File: src/mexp_pkg.sv
package mexp_pkg;

    // Fixed width of every payload and configuration field
    localparam int unsigned FIELD_W = 32;

    // Configuration register map
    localparam int unsigned ADDR_W      = 2;
    localparam int unsigned ADDR_LSB    = 2;
    localparam int unsigned REG_MODULUS = 0;

    // Controller states
    typedef enum logic [2:0] {
        ST_IDLE,
        ST_SETUP,
        ST_MULT,
        ST_NEXT,
        ST_FINISH
    } state_t;

    // Which modular product the shared multiplier is forming
    typedef enum logic [1:0] {
        OP_REDUCE,
        OP_RESULT,
        OP_SQUARE
    } mul_op_t;

    // Controller -> datapath commands
    typedef struct packed {
        logic    load_item;
        logic    mul_start;
        logic    mul_step;
        mul_op_t mul_sel;
        logic    write_res;
        logic    write_base;
        logic    shift_exp;
        logic    out_load;
    } dp_cmd_t;

    // Datapath -> controller status
    typedef struct packed {
        logic exp_zero;
        logic exp_lsb;
        logic exp_upper_zero;
        logic out_free;
    } dp_status_t;

endpackage

File: src/modular_exponentiation_top.sv
// Channel    Handshake          Payload
// cfg        psel/penable/...   pwdata -> modulus (every paddr hits), prdata readback
// s_         s_valid/s_ready    s_base_value, s_exponent
// m_         m_valid/m_ready    m_power_mod
//
// One request at a time. The shared shift-and-add modular multiplier forms
// one product at a time: one product reduces the base, then each exponent bit
// costs a decision step, a multiply when the bit is set, and a square (top
// bit: multiply only). Synchronous active-low reset; modulus resets to 1. A
// pending result sits in the output register while the next request runs;
// the finish step waits on it.
module modular_exponentiation_top #(
    parameter int WIDTH = 32
) (
    input  logic                                     aclk,
    input  logic                                     aresetn,
    input  logic                                     psel,
    input  logic                                     penable,
    input  logic                                     pwrite,
    input  logic [mexp_pkg::ADDR_W-1:0]              paddr,
    input  logic [mexp_pkg::FIELD_W-1:0]             pwdata,
    output logic [mexp_pkg::FIELD_W-1:0]             prdata,
    output logic                                     pready,
    input  logic                                     s_valid,
    output logic                                     s_ready,
    input  logic [mexp_pkg::FIELD_W-1:0]             s_base_value,
    input  logic [mexp_pkg::FIELD_W-1:0]             s_exponent,
    output logic                                     m_valid,
    input  logic                                     m_ready,
    output logic [mexp_pkg::FIELD_W-1:0]             m_power_mod
);

    logic [mexp_pkg::FIELD_W-1:0] modulus_reg;
    logic                         cfg_hit;
    mexp_pkg::dp_cmd_t            cmd;
    mexp_pkg::dp_status_t         status;

    // Configuration register
    assign pready  = 1'b1;
    assign cfg_hit = (paddr >> mexp_pkg::ADDR_LSB)
                     == mexp_pkg::ADDR_W'(mexp_pkg::REG_MODULUS);

    always_ff @(posedge aclk) begin
        if (!aresetn) begin
            modulus_reg <= mexp_pkg::FIELD_W'(1);
        end else if (psel && penable && pwrite && pready && cfg_hit) begin
            modulus_reg <= pwdata;
        end
    end

    assign prdata = modulus_reg;

    mexp_ctrl #(
        .WIDTH(WIDTH)
    ) u_ctrl (
        .aclk    (aclk),
        .aresetn (aresetn),
        .s_valid (s_valid),
        .s_ready (s_ready),
        .status  (status),
        .cmd     (cmd)
    );

    mexp_datapath #(
        .WIDTH(WIDTH)
    ) u_datapath (
        .aclk         (aclk),
        .aresetn      (aresetn),
        .modulus      (modulus_reg),
        .s_base_value (s_base_value),
        .s_exponent   (s_exponent),
        .cmd          (cmd),
        .status       (status),
        .m_valid      (m_valid),
        .m_ready      (m_ready),
        .m_power_mod  (m_power_mod)
    );

endmodule

File: src/mexp_datapath.sv
module mexp_datapath #(
    parameter int WIDTH = 32
) (
    input  logic                                aclk,
    input  logic                                aresetn,
    input  logic [mexp_pkg::FIELD_W-1:0]        modulus,
    input  logic [mexp_pkg::FIELD_W-1:0]        s_base_value,
    input  logic [mexp_pkg::FIELD_W-1:0]        s_exponent,
    input  mexp_pkg::dp_cmd_t                   cmd,
    output mexp_pkg::dp_status_t                status,
    output logic                                m_valid,
    input  logic                                m_ready,
    output logic [mexp_pkg::FIELD_W-1:0]        m_power_mod
);

    logic [WIDTH-1:0] mod_w;
    logic [WIDTH-1:0] base_reg;
    logic [WIDTH-1:0] exp_reg;
    logic [WIDTH-1:0] res_reg;
    logic [WIDTH-1:0] acc_reg;
    logic [WIDTH-1:0] acc_next;
    logic [WIDTH-1:0] x_reg;
    logic [WIDTH-1:0] y_reg;
    logic [WIDTH-1:0] x_start;
    logic [WIDTH-1:0] y_start;
    logic [WIDTH+1:0] sum_t;
    logic [WIDTH+1:0] mod_x1;
    logic [WIDTH+1:0] mod_x2;
    logic [WIDTH+1:0] sub_x1;
    logic [WIDTH+1:0] sub_x2;
    logic [mexp_pkg::FIELD_W-1:0] out_reg;
    logic             out_valid_reg;

    assign mod_w = WIDTH'(modulus);

    // Operand selection when a product starts
    always_comb begin
        unique case (cmd.mul_sel)
            mexp_pkg::OP_REDUCE: begin
                x_start = WIDTH'(1);
                y_start = base_reg;
            end
            mexp_pkg::OP_RESULT: begin
                x_start = res_reg;
                y_start = base_reg;
            end
            mexp_pkg::OP_SQUARE: begin
                x_start = base_reg;
                y_start = base_reg;
            end
            default: begin
                x_start = base_reg;
                y_start = base_reg;
            end
        endcase
    end

    // One multiplier bit per cycle: acc = (2*acc + bit*x) mod m.
    // With acc < m and x <= m the sum is below 3m, so at most 2m comes off.
    // A zero modulus stands for 2^WIDTH: the sum just wraps.
    assign sum_t  = {1'b0, acc_reg, 1'b0} + (y_reg[WIDTH-1] ? (WIDTH+2)'(x_reg) : '0);
    assign mod_x1 = (WIDTH+2)'(mod_w);
    assign mod_x2 = {1'b0, mod_w, 1'b0};
    assign sub_x1 = sum_t - mod_x1;
    assign sub_x2 = sum_t - mod_x2;

    always_comb begin
        priority if (mod_w == '0) begin
            acc_next = sum_t[WIDTH-1:0];
        end else if (sum_t >= mod_x2) begin
            acc_next = sub_x2[WIDTH-1:0];
        end else if (sum_t >= mod_x1) begin
            acc_next = sub_x1[WIDTH-1:0];
        end else begin
            acc_next = sum_t[WIDTH-1:0];
        end
    end

    // Multiplier registers
    always_ff @(posedge aclk) begin
        if (cmd.mul_start) begin
            acc_reg <= '0;
            x_reg   <= x_start;
            y_reg   <= y_start;
        end else if (cmd.mul_step) begin
            acc_reg <= acc_next;
            y_reg   <= {y_reg[WIDTH-2:0], 1'b0};
        end
    end

    // Operand registers: base, exponent, running result
    always_ff @(posedge aclk) begin
        if (cmd.load_item) begin
            base_reg <= WIDTH'(s_base_value);
            exp_reg  <= WIDTH'(s_exponent);
            res_reg  <= WIDTH'(1);
        end else begin
            if (cmd.write_base) begin
                base_reg <= acc_next;
            end
            if (cmd.write_res) begin
                res_reg <= acc_next;
            end
            if (cmd.shift_exp) begin
                exp_reg <= {1'b0, exp_reg[WIDTH-1:1]};
            end
        end
    end

    // Output stage
    always_ff @(posedge aclk) begin
        if (!aresetn) begin
            out_valid_reg <= 1'b0;
        end else if (cmd.out_load) begin
            out_valid_reg <= 1'b1;
        end else if (m_ready) begin
            out_valid_reg <= 1'b0;
        end
    end

    always_ff @(posedge aclk) begin
        if (cmd.out_load) begin
            out_reg <= mexp_pkg::FIELD_W'(res_reg);
        end
    end

    assign m_valid     = out_valid_reg;
    assign m_power_mod = out_reg;

    // Status back to the controller
    assign status.exp_zero       = (exp_reg == '0);
    assign status.exp_lsb        = exp_reg[0];
    assign status.exp_upper_zero = (exp_reg[WIDTH-1:1] == '0);
    assign status.out_free       = !out_valid_reg || m_ready;

`ifndef SYNTH
    // Controller only loads the output stage when it is free
    assert property (@(posedge aclk) disable iff (!aresetn)
        cmd.out_load |-> (!out_valid_reg || m_ready))
        else $error("output stage overwritten");

    // A loaded result shows up as valid next cycle
    assert property (@(posedge aclk) disable iff (!aresetn)
        cmd.out_load |=> out_valid_reg)
        else $error("loaded result not presented");
`endif

endmodule

File: src/mexp_ctrl.sv
module mexp_ctrl #(
    parameter int WIDTH = 32
) (
    input  logic                 aclk,
    input  logic                 aresetn,
    input  logic                 s_valid,
    output logic                 s_ready,
    input  mexp_pkg::dp_status_t status,
    output mexp_pkg::dp_cmd_t    cmd
);

    localparam int CNT_W = $clog2(WIDTH);
    localparam logic [CNT_W-1:0] CNT_LAST = CNT_W'(WIDTH - 1);

    mexp_pkg::state_t  state_reg, state_next;
    mexp_pkg::mul_op_t op_reg, op_next;
    logic [CNT_W-1:0]  cnt_reg, cnt_next;

    // State registers
    always_ff @(posedge aclk) begin
        if (!aresetn) begin
            state_reg <= mexp_pkg::ST_IDLE;
            op_reg    <= mexp_pkg::OP_REDUCE;
            cnt_reg   <= '0;
        end else begin
            state_reg <= state_next;
            op_reg    <= op_next;
            cnt_reg   <= cnt_next;
        end
    end

    // Next state and commands
    always_comb begin
        state_next = state_reg;
        op_next    = op_reg;
        cnt_next   = cnt_reg;
        cmd        = '0;
        cmd.mul_sel = op_reg;
        s_ready    = 1'b0;

        unique case (state_reg)
            mexp_pkg::ST_IDLE: begin
                s_ready = 1'b1;
                if (s_valid) begin
                    cmd.load_item = 1'b1;
                    op_next       = mexp_pkg::OP_REDUCE;
                    state_next    = mexp_pkg::ST_SETUP;
                end
            end
            mexp_pkg::ST_SETUP: begin
                cmd.mul_start = 1'b1;
                cnt_next      = '0;
                state_next    = mexp_pkg::ST_MULT;
            end
            mexp_pkg::ST_MULT: begin
                cmd.mul_step = 1'b1;
                cnt_next     = cnt_reg + CNT_W'(1);
                if (cnt_reg == CNT_LAST) begin
                    unique case (op_reg)
                        mexp_pkg::OP_REDUCE: begin
                            cmd.write_base = 1'b1;
                            state_next     = mexp_pkg::ST_NEXT;
                        end
                        mexp_pkg::OP_RESULT: begin
                            cmd.write_res = 1'b1;
                            // no higher exponent bits: the square is not needed
                            if (status.exp_upper_zero) begin
                                state_next = mexp_pkg::ST_FINISH;
                            end else begin
                                op_next    = mexp_pkg::OP_SQUARE;
                                state_next = mexp_pkg::ST_SETUP;
                            end
                        end
                        mexp_pkg::OP_SQUARE: begin
                            cmd.write_base = 1'b1;
                            cmd.shift_exp  = 1'b1;
                            state_next     = mexp_pkg::ST_NEXT;
                        end
                        default: begin
                            state_next = mexp_pkg::ST_NEXT;
                        end
                    endcase
                end
            end
            mexp_pkg::ST_NEXT: begin
                priority if (status.exp_zero) begin
                    state_next = mexp_pkg::ST_FINISH;
                end else if (status.exp_lsb) begin
                    op_next    = mexp_pkg::OP_RESULT;
                    state_next = mexp_pkg::ST_SETUP;
                end else begin
                    op_next    = mexp_pkg::OP_SQUARE;
                    state_next = mexp_pkg::ST_SETUP;
                end
            end
            mexp_pkg::ST_FINISH: begin
                if (status.out_free) begin
                    cmd.out_load = 1'b1;
                    state_next   = mexp_pkg::ST_IDLE;
                end
            end
            default: begin
                state_next = mexp_pkg::ST_IDLE;
            end
        endcase
    end

`ifndef SYNTH
    // An accepted request always starts with the base reduction
    assert property (@(posedge aclk) disable iff (!aresetn)
        (s_valid && s_ready) |=> (state_reg == mexp_pkg::ST_SETUP
                                  && op_reg == mexp_pkg::OP_REDUCE))
        else $error("request did not start reduction");

    // A product runs exactly WIDTH steps
    assert property (@(posedge aclk) disable iff (!aresetn)
        (state_reg == mexp_pkg::ST_MULT && cnt_reg == CNT_LAST)
            |=> state_reg != mexp_pkg::ST_MULT)
        else $error("multiplier overran its bit count");

    // A finished result leaves as soon as the output stage is free
    assert property (@(posedge aclk) disable iff (!aresetn)
        (state_reg == mexp_pkg::ST_FINISH && status.out_free)
            |=> state_reg == mexp_pkg::ST_IDLE)
        else $error("result held back with free output");
`endif

endmodule

File: config.mk
export PLATFORM = sky130hd
export DESIGN_NAME = modular_exponentiation_top
export DESIGN_NICKNAME = d
export VERILOG_FILES = /design/src/mexp_pkg.sv /design/src/modular_exponentiation_top.sv /design/src/mexp_datapath.sv /design/src/mexp_ctrl.sv
export SDC_FILE = /design/constraint.sdc
export NUM_CORES = 1
export LEC_CHECK = 0
export BUFFER_PORTS_ARGS = -buffer_cell sky130_fd_sc_hd__buf_2
export CAP_MARGIN = 20
export CORE_ASPECT_RATIO = 0.7
export CORE_MARGIN = 1
export CORE_UTILIZATION = 40
export CTS_CLUSTER_SIZE = 14
export DETAILED_ROUTE_END_ITERATION = 16
export GPL_ROUTABILITY_DRIVEN = 0
export PLACE_DENSITY = 0.58
export SYNTH_ARGS = -nofsm -noshare
export SYNTH_HDL_FRONTEND = slang
export SYNTH_SLANG_ARGS = --single-unit
File: constraint.sdc
create_clock -name aclk -period 7.1 [get_ports aclk]
set_clock_uncertainty 0.2 [all_clocks]
set_input_delay 1.065 -clock aclk [delete_from_list [all_inputs] [get_ports aclk]]
set_output_delay 1.065 -clock aclk [all_outputs]
set_load 0.01 [all_outputs]
==> flow_metrics.tcl <==
set metrics [dict create \
    drc 0 \
    ys_ff_latch 267 \
    worstSetupEndpointType "flip-flop" \
    p_per_area_nw_per_um2 568.1 \
    min_path_type "flip-flop to flip-flop" \
    avgSynthCellArea_sq_um 8.880 \
    ant_nets 0 \
    finalCritPeriodShare_pct 94.55 \
    synth_top_area_share_pct 29.31 \
    dr.pass1.iters 6 \
    dp_hpwl_microns 36400 \
    drt_iter0_drc 1269 \
    die_h_microns 171.4 \
    clock-sinks 267 \
    synth.top_cells.by_area "edfxtp_1, dfxtp_1, nand2_1" \
    port_buffers 168 \
    pin_count 172 \
    rsz0062_at_grt "no" \
    synth_area_sq_um 16390 \
    cts_root_buf "clkbuf_16" \
    totalNegativeSetupSlack_ns 0 \
    grt_max_degree 67 \
    clk_pin_slew_worst_paths_ns 0.06 \
    critPathLaunchType "flip-flop" \
    leakagePower_nw 7.752 \
    syn-num-nets 2051 \
    drv_cap 0 \
    placementRows 61 \
    grt_pass1_wl_microns 74210 \
    crit_family "compound AO/OA/AOI/OAI gates" \
    synthDistinctLibCells 86 \
    slowest_stage "a211oi_1" \
    async_flop_share_pct 0 \
    numCtsBuffers 28 \
    cp.required_ns 7.18 \
    grt_pass1_vias 13464 \
    synthToLayoutAreaGrowth_pct 15.61 \
    setup_viol 0 \
    worst-slew-pin-transition_ns 0.7994 \
    arrival_ns 6.79 \
    final_layout_size_suffix_gt1_share_pct 14.98 \
    start_util_pct 40.91 \
    path_class "flip-flop to flip-flop" \
    max_freq_mhz 149.0 \
    worstSkewPairLatency_ns 0.56 \
    cts_resized 0 \
    dr_total_vias 14367 \
    grt.total_usage_pct 22.50 \
    layout.nets 2213 \
    clock_path_buffers 3 \
    critPathBufInv 2 \
    syn_inst 1846 \
    die_w_microns 244.0 \
    cts-hold-fix-buffers 0 \
    fin_util_pct 47.30 \
    core_area_sq_um 40070 \
    cpPeakStageDelay_ns 0.44 \
    hold_viol_final 0 \
    yosys.area.top_type "edfxtp_1" \
    seq_area_frac_synth_pct 42.38 \
    crit_chain "and2_1 -> ha_1 -> inv_1 -> fa_1 -> nand2b_1 -> a211oi_1 -> buf_4 -> nor3_1 -> o31a_1 -> a211o_1 -> o21ai_1 -> xor2_1 -> ha_1 -> a21oi_1 -> o21ai_0 -> a211oi_1 -> nor2_1 -> o32ai_2 -> o211ai_2 -> or2_1 -> and4_1 -> a221oi_2 -> a21oi_1" \
    cts_setup_buffers 0 \
    antenna_cells 0 \
    ir_drop_v 0.0004994 \
    synth_warnings 0 \
    slew_violations 0 \
    antenna_found_initial 0 \
    grt_overflow_total 0 \
    synthFlopType "edfxtp_1" \
    status "finished, final reports clean" \
    htreeDepth 1 \
    period_minus_slack_ns 6.713 \
    routedWlPerCell_microns 18.66 \
    drt-total-wl_microns 47870 \
    synth-edff-count 160 \
    cp_max_fo 9 \
    dieArea_sq_um 41810 \
    slew_headroom_pct 46.71 \
    cts_tree "done" \
    via_per_inst 5.601 \
]
## power breakdown
part	switching (W)	total, W	internal (W)
registers	0.000129	0.00214	0.00201
logic	0.00423	0.00712	0.00289
clock network	0.000630	0.00151	0.000878
## worst paths after layout
| check | from | end | slack (ns) | cells past startpoint |
|---|---|---|---|---|
| hold / removal | u_datapath.acc_reg[8] | u_datapath.acc_reg[8] | 0.26 | 2 |
| setup / recovery | u_datapath.y_reg[31] | u_datapath.base_reg[15] | 0.39 | 23 |
| hold reg to reg | u_datapath.acc_reg[8] | u_datapath.acc_reg[8] | 0.26 | 2 |
| setup reg to reg | u_datapath.y_reg[31] | u_datapath.base_reg[15] | 0.39 | 23 |
## area by class of cell
type	instances	area, sq um
fill	3924	21120
multi-input combinational	1416	8822
sequential	267	6947
timing repair buffer	224	1321
clock buffer	39	783.3
tap	535	669.4
inverter	71	266.5
clock inverter	13	142.6
## cells by family after synthesis
kind of cell	synth area share (%)
simple gates	19.34
compound gates	21.70
flops	42.38
buf+inv	3.984
fa+ha+maj	7.770
xor+xnor	4.228
mux	0.5801
other cells	0.02288
## cell usage after synthesis (5+ instances only)
| cell type | instances |
|---|---|
| a221oi_1 | 5 |
| nand3_1 | 36 |
| inv_1 | 71 |
| o22ai_1 | 16 |
| nor3_1 | 24 |
| a31oi_1 | 23 |
| nor2b_1 | 17 |
| a21oi_1 | 124 |
| a211o_1 | 6 |
| a2bb2oi_1 | 5 |
| edfxtp_1 | 160 |
| a22oi_1 | 6 |
| xor2_1 | 27 |
| o211ai_1 | 16 |
| o21a_1 | 14 |
| a22o_1 | 38 |
| nand4_1 | 20 |
| xnor2_1 | 49 |
| ha_1 | 97 |
| and3_1 | 14 |
| a211oi_1 | 22 |
| a21o_1 | 43 |
| or3_1 | 8 |
| nand2b_1 | 17 |
| nor4_1 | 18 |
| nor2_1 | 106 |
| nand2_1 | 369 |
| dfxtp_1 | 107 |
| a21boi_0 | 36 |
| clkbuf_1 | 73 |
| buf_2 | 10 |
| o2111ai_1 | 5 |
| o31ai_1 | 8 |
| o21ai_0 | 106 |
| and2_1 | 42 |
| mux2i_1 | 5 |
| nor3b_1 | 6 |
## worst reg2reg max path, stage by stage, from the launching register on
cell and delay (ns):
edfxtp_1 0.39, and2_1 0.17, ha_1 0.21, inv_1 0.07, fa_1 0.39, nand2b_1 0.20
a211oi_1 0.24, buf_4 0.17, nor3_1 0.06, o31a_1 0.31, a211o_1 0.29, o21ai_1 0.15
xor2_1 0.40, ha_1 0.38, a21oi_1 0.29, o21ai_0 0.17, a211oi_1 0.44, nor2_1 0.18
o32ai_2 0.39, o211ai_2 0.17, or2_1 0.44, and4_1 0.30, a221oi_2 0.31, a21oi_1 0.12
## layer usage
metal / wire length (microns) / up-vias / part of all wire, % / global-route usage [%]
met5: 0 / - / 0 / 0
met4: 913 / 0 / 1.9 / 4.864
met3: 2815 / 64 / 5.9 / 3.136
met2: 21200 / 434 / 44 / 35.60
met1: 22940 / 6849 / 48 / 32.55
li1: - / 7020 / - / -
## stage by stage
step	cell area (sq um)	power (W)	hold WS (ns)	instances	setup slack, ns
floorplan	16390	0.006816	0.2229	1846	1.562
global placement	17970	0.009075	0.2413	2510	0.6964
detailed placement	17980	0.009169	0.2440	2511	0.6528
CTS	18910	0.01072	0.2526	2563	0.6133
global route	18950	0.01154	0.2723	2565	0.02037
finish	18950	0.01077	0.2569	2565	0.3872
## cells in the final DEF, fill, tap and decap left out, types with 49 or more instances in the layout
master and instances:
nand2_1 369, buf_2 168, edfxtp_1 160, a21oi_1 124
dfxtp_1 107, o21ai_0 105, nor2_1 103, ha_1 97
inv_1 70, buf_4 51, xnor2_1 49
(Power assumes the default switching activity.)
